File: src/bnlj_pkg.sv
`timescale 1ns / 1ps
// ----------------------------------------------------------------------------
// bnlj_pkg
// Shared types and constants of the block nested loop equi-join engine:
// request and result payloads, microcode control word and datapath status.
// ----------------------------------------------------------------------------
package bnlj_pkg;

  localparam int unsigned BlockDepthDefault = 64;
  localparam int unsigned KeyW = 32;
  localparam int unsigned ValueW = 32;
  localparam int unsigned ModeW = 2;
  localparam int unsigned StepW = 4;

  localparam logic [ModeW-1:0] ModeClear = 2'd0;
  localparam logic [ModeW-1:0] ModeLoad = 2'd1;
  localparam logic [ModeW-1:0] ModeProbe = 2'd2;

  typedef logic [StepW-1:0] step_t;

  localparam step_t StepFetch = 4'd0;
  localparam step_t StepIsClear = 4'd1;
  localparam step_t StepIsLoad = 4'd2;
  localparam step_t StepIsProbe = 4'd3;
  localparam step_t StepDrop = 4'd4;
  localparam step_t StepClear = 4'd5;
  localparam step_t StepLoad = 4'd6;
  localparam step_t StepWrite = 4'd7;
  localparam step_t StepOvf = 4'd8;
  localparam step_t StepProbe = 4'd9;
  localparam step_t StepScan = 4'd10;
  localparam step_t StepFlush = 4'd11;

  typedef struct packed {
    logic [ModeW-1:0]  mode;
    logic [KeyW-1:0]   tuple_key;
    logic [ValueW-1:0] tuple_value;
  } in_req_t;

  typedef struct packed {
    logic              matched;
    logic [KeyW-1:0]   left_key;
    logic [ValueW-1:0] left_value;
    logic [KeyW-1:0]   right_key;
    logic [ValueW-1:0] right_value;
    logic              last_of_run;
    logic              overflow;
  } out_res_t;

  typedef enum logic [3:0] {
    CondNever     = 4'd0,
    CondAlways    = 4'd1,
    CondNoReq     = 4'd2,
    CondOutBusy   = 4'd3,
    CondModeClear = 4'd4,
    CondModeLoad  = 4'd5,
    CondModeProbe = 4'd6,
    CondFull      = 4'd7,
    CondScanStall = 4'd8,
    CondScanMore  = 4'd9
  } cond_e;

  typedef enum logic [2:0] {
    OpNop       = 3'd0,
    OpAccept    = 3'd1,
    OpClrFill   = 3'd2,
    OpWrite     = 3'd3,
    OpEmitOvf   = 3'd4,
    OpScanInit  = 3'd5,
    OpScan      = 3'd6,
    OpEmitFinal = 3'd7
  } op_e;

  typedef struct packed {
    cond_e hold_c;
    op_e   op;
    cond_e br_c;
    step_t target;
  } ctrl_word_t;

  typedef struct packed {
    logic [ModeW-1:0] mode;
    logic             full;
    logic             out_busy;
    logic             scan_stall;
    logic             scan_more;
  } dp_status_t;

endpackage

File: src/block_nested_loop_equijoin.sv
`timescale 1ns / 1ps
// During a probe the scan reads one buffered tuple per cycle through the
// buffer's single read port, unless held by a match waiting on a busy output.
// One request at a time; the next is taken while a result waits in the output
// register. Reset empties the buffer (fill count zero); contents are not cleared.
// ----------------------------------------------------------------------------
// block_nested_loop_equijoin
// Equi-join engine for one block of a block nested loop join, controlled by
// a microcoded sequencer over a buffer and scan datapath.
// ----------------------------------------------------------------------------
module block_nested_loop_equijoin #(
  parameter int unsigned BlockDepth = bnlj_pkg::BlockDepthDefault
) (
  input  logic               clk_i,
  input  logic               rst_ni,
  input  logic               in_valid_i,
  output logic               in_stall_o,
  input  bnlj_pkg::in_req_t  in_req_i,
  output logic               out_valid_o,
  input  logic               out_stall_i,
  output bnlj_pkg::out_res_t out_res_o
);
  import bnlj_pkg::*;

  dp_status_t status;
  op_e        op;

  bnlj_sequencer u_sequencer (
    .clk_i      (clk_i),
    .rst_ni     (rst_ni),
    .in_valid_i (in_valid_i),
    .status_i   (status),
    .in_stall_o (in_stall_o),
    .op_o       (op)
  );

  bnlj_datapath #(
    .BlockDepth (BlockDepth)
  ) u_datapath (
    .clk_i       (clk_i),
    .rst_ni      (rst_ni),
    .in_req_i    (in_req_i),
    .op_i        (op),
    .out_stall_i (out_stall_i),
    .status_o    (status),
    .out_valid_o (out_valid_o),
    .out_res_o   (out_res_o)
  );

endmodule

File: src/bnlj_sequencer.sv
`timescale 1ns / 1ps
// ----------------------------------------------------------------------------
// bnlj_sequencer
// Step counter and microcode table. Each control word holds the step on a
// condition, issues one datapath operation and jumps on a second condition.
// ----------------------------------------------------------------------------
module bnlj_sequencer (
  input  logic                   clk_i,
  input  logic                   rst_ni,
  input  logic                   in_valid_i,
  input  bnlj_pkg::dp_status_t   status_i,
  output logic                   in_stall_o,
  output bnlj_pkg::op_e          op_o
);
  import bnlj_pkg::*;

  step_t      pc_q, pc_d;
  ctrl_word_t ctrl;
  logic       hold;
  logic       taken;

  function automatic ctrl_word_t rom_word(step_t step);
    ctrl_word_t w;
    unique case (step)
      StepFetch:   w = '{CondNoReq,     OpAccept,    CondNever,     StepFetch};
      StepIsClear: w = '{CondNever,     OpNop,       CondModeClear, StepClear};
      StepIsLoad:  w = '{CondNever,     OpNop,       CondModeLoad,  StepLoad};
      StepIsProbe: w = '{CondNever,     OpNop,       CondModeProbe, StepProbe};
      StepDrop:    w = '{CondNever,     OpNop,       CondAlways,    StepFetch};
      StepClear:   w = '{CondNever,     OpClrFill,   CondAlways,    StepFetch};
      StepLoad:    w = '{CondNever,     OpNop,       CondFull,      StepOvf};
      StepWrite:   w = '{CondNever,     OpWrite,     CondAlways,    StepFetch};
      StepOvf:     w = '{CondOutBusy,   OpEmitOvf,   CondAlways,    StepFetch};
      StepProbe:   w = '{CondNever,     OpScanInit,  CondNever,     StepFetch};
      StepScan:    w = '{CondScanStall, OpScan,      CondScanMore,  StepScan};
      StepFlush:   w = '{CondOutBusy,   OpEmitFinal, CondAlways,    StepFetch};
      default:     w = '{CondNever,     OpNop,       CondAlways,    StepFetch};
    endcase
    return w;
  endfunction

  function automatic logic eval_cond(cond_e c, dp_status_t s, logic vld);
    logic r;
    unique case (c)
      CondNever:     r = 1'b0;
      CondAlways:    r = 1'b1;
      CondNoReq:     r = !vld;
      CondOutBusy:   r = s.out_busy;
      CondModeClear: r = (s.mode == ModeClear);
      CondModeLoad:  r = (s.mode == ModeLoad);
      CondModeProbe: r = (s.mode == ModeProbe);
      CondFull:      r = s.full;
      CondScanStall: r = s.scan_stall;
      CondScanMore:  r = s.scan_more;
      default:       r = 1'b0;
    endcase
    return r;
  endfunction

  always_comb begin
    ctrl  = rom_word(pc_q);
    hold  = eval_cond(ctrl.hold_c, status_i, in_valid_i);
    taken = eval_cond(ctrl.br_c, status_i, in_valid_i);
    if (hold) begin
      pc_d = pc_q;
    end else if (taken) begin
      pc_d = ctrl.target;
    end else begin
      pc_d = pc_q + step_t'(1);
    end
  end

  assign op_o       = hold ? OpNop : ctrl.op;
  assign in_stall_o = (ctrl.op != OpAccept);

  always_ff @(posedge clk_i or negedge rst_ni) begin
    if (!rst_ni) begin
      pc_q <= StepFetch;
    end else begin
      pc_q <= pc_d;
    end
  end

endmodule

File: src/bnlj_datapath.sv
`timescale 1ns / 1ps
// ----------------------------------------------------------------------------
// bnlj_datapath
// Block buffer memory, fill count, scan pointer with registered read,
// pending match holder and result output register.
// ----------------------------------------------------------------------------
module bnlj_datapath #(
  parameter int unsigned BlockDepth = bnlj_pkg::BlockDepthDefault
) (
  input  logic                 clk_i,
  input  logic                 rst_ni,
  input  bnlj_pkg::in_req_t    in_req_i,
  input  bnlj_pkg::op_e        op_i,
  input  logic                 out_stall_i,
  output bnlj_pkg::dp_status_t status_o,
  output logic                 out_valid_o,
  output bnlj_pkg::out_res_t   out_res_o
);
  import bnlj_pkg::*;

  localparam int unsigned AddrW = (BlockDepth > 1) ? $clog2(BlockDepth) : 1;
  localparam int unsigned FillW = $clog2(BlockDepth + 1);

  logic [KeyW-1:0]   mem_key   [BlockDepth];
  logic [ValueW-1:0] mem_value [BlockDepth];

  in_req_t           req_q;
  logic [FillW-1:0]  fill_q, fill_d;
  logic [FillW-1:0]  idx_q, idx_d;
  logic              rd_valid_q, rd_valid_d;
  logic [KeyW-1:0]   rd_key_q;
  logic [ValueW-1:0] rd_value_q;
  logic              pend_valid_q, pend_valid_d;
  logic [KeyW-1:0]   pend_key_q;
  logic [ValueW-1:0] pend_value_q;
  logic              out_valid_q;
  out_res_t          out_q;

  logic     full;
  logic     scan_issue;
  logic     hit;
  logic     out_busy;
  logic     emit;
  out_res_t emit_res;

  assign full       = (fill_q == FillW'(BlockDepth));
  assign scan_issue = (idx_q < fill_q);
  assign hit        = rd_valid_q && (rd_value_q == req_q.tuple_value);
  assign out_busy   = out_valid_q && out_stall_i;

  assign status_o.mode       = req_q.mode;
  assign status_o.full       = full;
  assign status_o.out_busy   = out_busy;
  assign status_o.scan_stall = hit && pend_valid_q && out_busy;
  assign status_o.scan_more  = scan_issue;

  always_comb begin
    emit         = 1'b0;
    emit_res     = '0;
    fill_d       = fill_q;
    idx_d        = idx_q;
    rd_valid_d   = rd_valid_q;
    pend_valid_d = pend_valid_q;
    unique case (op_i)
      OpClrFill: begin
        fill_d = '0;
      end
      OpWrite: begin
        fill_d = fill_q + FillW'(1);
      end
      OpEmitOvf: begin
        emit              = 1'b1;
        emit_res.overflow = 1'b1;
      end
      OpScanInit: begin
        idx_d        = '0;
        rd_valid_d   = 1'b0;
        pend_valid_d = 1'b0;
      end
      OpScan: begin
        rd_valid_d = scan_issue;
        if (scan_issue) begin
          idx_d = idx_q + FillW'(1);
        end
        if (hit) begin
          pend_valid_d = 1'b1;
          if (pend_valid_q) begin
            emit                 = 1'b1;
            emit_res.matched     = 1'b1;
            emit_res.left_key    = req_q.tuple_key;
            emit_res.left_value  = req_q.tuple_value;
            emit_res.right_key   = pend_key_q;
            emit_res.right_value = pend_value_q;
          end
        end
      end
      OpEmitFinal: begin
        emit                 = 1'b1;
        pend_valid_d         = 1'b0;
        emit_res.left_key    = req_q.tuple_key;
        emit_res.left_value  = req_q.tuple_value;
        emit_res.last_of_run = 1'b1;
        if (pend_valid_q) begin
          emit_res.matched     = 1'b1;
          emit_res.right_key   = pend_key_q;
          emit_res.right_value = pend_value_q;
        end
      end
      default: begin
      end
    endcase
  end

  always_ff @(posedge clk_i or negedge rst_ni) begin
    if (!rst_ni) begin
      fill_q       <= '0;
      idx_q        <= '0;
      rd_valid_q   <= 1'b0;
      pend_valid_q <= 1'b0;
      out_valid_q  <= 1'b0;
    end else begin
      fill_q       <= fill_d;
      idx_q        <= idx_d;
      rd_valid_q   <= rd_valid_d;
      pend_valid_q <= pend_valid_d;
      if (emit) begin
        out_valid_q <= 1'b1;
      end else if (!out_stall_i) begin
        out_valid_q <= 1'b0;
      end
    end
  end

  always_ff @(posedge clk_i) begin
    if (op_i == OpAccept) begin
      req_q <= in_req_i;
    end
    if (emit) begin
      out_q <= emit_res;
    end
    if (op_i == OpScan && hit) begin
      pend_key_q   <= rd_key_q;
      pend_value_q <= rd_value_q;
    end
  end

  // block buffer
  always_ff @(posedge clk_i) begin
    if (op_i == OpWrite) begin
      mem_key[fill_q[AddrW-1:0]]   <= req_q.tuple_key;
      mem_value[fill_q[AddrW-1:0]] <= req_q.tuple_value;
    end
    if (op_i == OpScan && scan_issue) begin
      rd_key_q   <= mem_key[idx_q[AddrW-1:0]];
      rd_value_q <= mem_value[idx_q[AddrW-1:0]];
    end
  end

  assign out_valid_o = out_valid_q;
  assign out_res_o   = out_q;

endmodule

File: config.mk
export PLATFORM = sky130hd
export DESIGN_NAME = block_nested_loop_equijoin
export DESIGN_NICKNAME = d
export VERILOG_FILES = /design/src/bnlj_pkg.sv /design/src/block_nested_loop_equijoin.sv /design/src/bnlj_sequencer.sv /design/src/bnlj_datapath.sv
export SDC_FILE = /design/constraint.sdc
export NUM_CORES = 2
export LEC_CHECK = 0
export BUFFER_PORTS_ARGS = -buffer_cell sky130_fd_sc_hd__buf_2
export CORE_MARGIN = 2
export CORE_UTILIZATION = 25
export CTS_CLUSTER_SIZE = 8
export DETAILED_ROUTE_END_ITERATION = 16
export PLACE_DENSITY_LB_ADDON = 0.05
export SETUP_SLACK_MARGIN = 0.5
export SYNTH_ARGS = -nofsm -noshare
export SYNTH_HDL_FRONTEND = slang
export SYNTH_MEMORY_MAX_BITS = 65536
export SYNTH_SLANG_ARGS = --single-unit
File: constraint.sdc
create_clock -name clk_i -period 15.6 [get_ports clk_i]
set_input_delay 0.78 -clock clk_i [delete_from_list [all_inputs] [get_ports clk_i]]
set_output_delay 0.78 -clock clk_i [all_outputs]
set_load 0.01 [all_outputs]
==> metrics <==
status finished with violations; failing checks capacitance limit, slew limit; GRT overflow 0; drt drc 0; Cells on Worst Hold Path 1; CTS tree yes; register share of total power 0.446; Slew @ Worst Pin 1.59 ns; boundary pin count 203; PortBufs 202; DR vias 78700; clock latency on the worst-skew pair 1.09 ns; Max Fanout on Critical Path 66; final net count 7513; Clock Path Buffers 4; slowest CP cell buf_4; Worst R2R End u_datapath.out_res_o[109]; synth warn 0; core area 668000 µm²; global-route wire length before repair 833000 µm; top post-synthesis cells by count 4421 x edfxtp_1, 1344 x mux4_2, 186 x clkbuf_1; TritonCTS Sinks 4442; area leader, netlist edfxtp_1; Root Buffer clkbuf_16; setup violators final 0; Worst R2R Path Depth 11; Power Dens Cells 166 nW/µm²; Max stage delay on crit path 0.79 ns; final hold violation count 0; per-cell routed wire length 39.0 µm; worst-path cell chain buf_4 > xor2_1 > nor4_1 > nand3_1 > nor3_4 > nand2_1 > a2111oi_4 > buf_4 > or2_4 > buf_4 > buf_4; Detailed Place HPWL 324000 µm; top post-synthesis cells by area edfxtp_1 79%, mux4_2 18%, and2_1 0.50%; CP endpoint kind flip-flop; DRT iter0 DRCs 9684; max-slew violation count 5; RD Place Congestion 0.711; final WL 642000 µm; Synth Instances 6541; fraction of layout cells with a size suffix above 1 0.350; post-synthesis net count 6624; Inserted Clock Buffers 632; vias in the first global route 81700; Row Count 300; CP delay by family, top buffers and inverters; H-tree levels 6; Area Overhead vs Synth 18.9%; Buffers & Inverters on Critical Path 4; Final min period 6.77 ns; clock network power share 0.376; Post-synth EDFFs 4421; predominant post-synthesis flop cell edfxtp_1; period utilization 0.434; unrepaired setup endpoints after global routing no; LEAKAGE 60.9 nW; Synth top area share 0.792; combinational share of power 0.178; Max-Cap Viols 2; post-synthesis async set-or-reset flop share 0.00473; Starting Density 0.251; Setup Skew 0.0541 ns; # fillers 64000; setup slack, reg-to-reg 8.83 ns; Seq/Total Area, Yosys 0.795; CP required 16.28 ns; number of distinct library cells after synthesis 54; synthesized area 168000 µm²; Switching Fraction 0.266; hold path start in_req_i[17]; initial antenna violation count 81; Psw 8.81 mW; Critical Path AT 7.45 ns; Die Span Y 823 µm; syn avg cell area 25.6 µm²; DIE AREA 677000 µm²; crit-path most repeated cell buf_4; multi-input logic area 33300 µm²; Routed Antenna Nets 0; worst hold path endpoint u_datapath.req_q[17]; r2r startpoint u_datapath.req_q[29]; Peak VDD IR 0.114 mV; most frequent cell after synthesis edfxtp_1; FF/Latch Area 133000 µm²; Relative slew margins -0.0692; Hold WS 0.116 ns; Fin Setup TNS 0 ns; number of synthesized register bits 4442; largest net degree at the start of global routing 106; Crit Path Class reg -> reg; Reg clk slew, reported paths 0.05 ns; GRT Total Usage 0.185; min-delay worst type in -> reg; DIE WIDTH 823 µm; DR pass1 iterations 7; Critical Path Start Type flip-flop; fmax 0.148 GHz; vias per inst 4.78; Pint 24.2 mW
flip-flops by register name, summed over array words and instances (netlist names):
| signal | flops |
|---|---|
| u_datapath.rd_key_q | 32 |
| u_datapath.mem_key | 2048 |
| u_datapath.status_o | 2 |
| u_datapath.mem_value | 2048 |
| u_datapath.req_q | 64 |
| u_datapath.idx_q | 7 |
| u_datapath.pend_valid_q | 1 |
| u_datapath.rd_value_q | 32 |
| u_datapath.rd_valid_q | 1 |
| u_datapath.pend_key_q | 32 |
| u_datapath.pend_value_q | 32 |
| u_sequencer.pc_q | 4 |
| u_datapath.out_res_o | 131 |
| u_datapath.fill_q | 7 |
| u_datapath.out_valid_o | 1 |
worst max path at each step:
| stage | cells after the start | from | slack [ns] | end |
|---|---|---|---|---|
| after CTS | 11 | u_datapath.req_q[29] | 8.65 | u_datapath.out_res_o[38] |
| after detailed placement | 11 | u_datapath.req_q[29] | 8.64 | u_datapath.out_res_o[41] |
| after floorplan | 10 | u_sequencer.pc_q[1] | 10.31 | u_datapath.mem_key[14][0] |
| after global routing | 11 | u_datapath.req_q[30] | 8.54 | u_datapath.out_res_o[109] |
| final | 11 | u_datapath.req_q[29] | 8.83 | u_datapath.out_res_o[109] |
| after global placement | 11 | u_datapath.req_q[29] | 8.69 | u_datapath.out_res_o[41] |
layer usage:
| metal | up-vias | GRT usage | share of wire |
|---|---|---|---|
| met5 | - | 0 | 0 |
| met4 | 0 | 0.0334 | 0.018 |
| met3 | 671 | 0.0254 | 0.053 |
| met2 | 2666 | 0.302 | 0.48 |
| met1 | 45200 | 0.267 | 0.45 |
| li1 | 30200 | - | - |
final cells by class:
| cell class | instances | area share |
|---|---|---|
| Antenna cell | 24 | 0.000301 |
| Clock inverter | 45 | 0.00287 |
| Clock buffer | 688 | 0.0824 |
| Timing Repair Buffer | 583 | 0.0218 |
| Multi-Input combinational cell | 1751 | 0.167 |
| Sequential cell | 4442 | 0.669 |
| Tap cell | 8909 | 0.0559 |
| Inverter | 20 | 0.000452 |
power groups by stage:
stage          Sequential (mW)  Combinational (mW)  Clock [mW]
2_1_floorplan             15.6                3.16           0
3_3_place_gp              15.0                5.96           0
3_5_place_dp              15.0                6.05           0
4_1_cts                   14.8                6.07        12.8
5_1_grt                   14.8                6.33        13.2
6_report                  14.8                5.87        12.4
logic make-up after synthesis:
group / count (synthesis) / synth area share
AOI/OAI and AO/OA: 52 / 0.00229
xor gates and xnor gates: 33 / 0.00172
adders and majority gates: 13 / 0.000971
buffers and inverters: 348 / 0.00868
DFF: 4442 / 0.795
muxes: 1352 / 0.181
and+or+nand+nor: 301 / 0.00974
repair_timing:
| action | in CTS | in global routing |
|---|---|---|
| resized for setup | 0 | 0 |
| endpoints found under the hold margin | 82 | 0 |
| hold buffers | 62 | 0 |
| buffers inserted | 0 | 0 |
stage by stage:
step | instances | total power, mW | worst slack [ns] | cell area [µm²] | util
3_5_place_dp | 15600 | 21.0 | 8.64 | 182000 | 0.272
4_1_cts | 16400 | 33.7 | 8.65 | 199000 | 0.298
3_3_place_gp | 15600 | 20.9 | 8.69 | 182000 | 0.272
5_1_grt | 16400 | 34.3 | 8.54 | 199000 | 0.298
2_1_floorplan | 6541 | 18.7 | 10.31 | 168000 | -
6_report | 16500 | 33.1 | 8.83 | 199000 | 0.298
placed cells by master, fill, tap and decap left out, types with 30 or more instances in the layout:
| cell | netlist | layout |
|---|---|---|
| buf_4 | 1 | 294 |
| clkbuf_1 | 186 | 38 |
| clkbuf_16 | 0 | 650 |
| buf_2 | 106 | 202 |
| nor2_4 | 0 | 65 |
| dlygate4sd3_1 | 0 | 62 |
| edfxtp_1 | 4421 | 4421 |
| xor2_1 | 31 | 30 |
| mux4_2 | 1344 | 1344 |
| and2_1 | 133 | 133 |
Power figures use the tool's default switching activity.
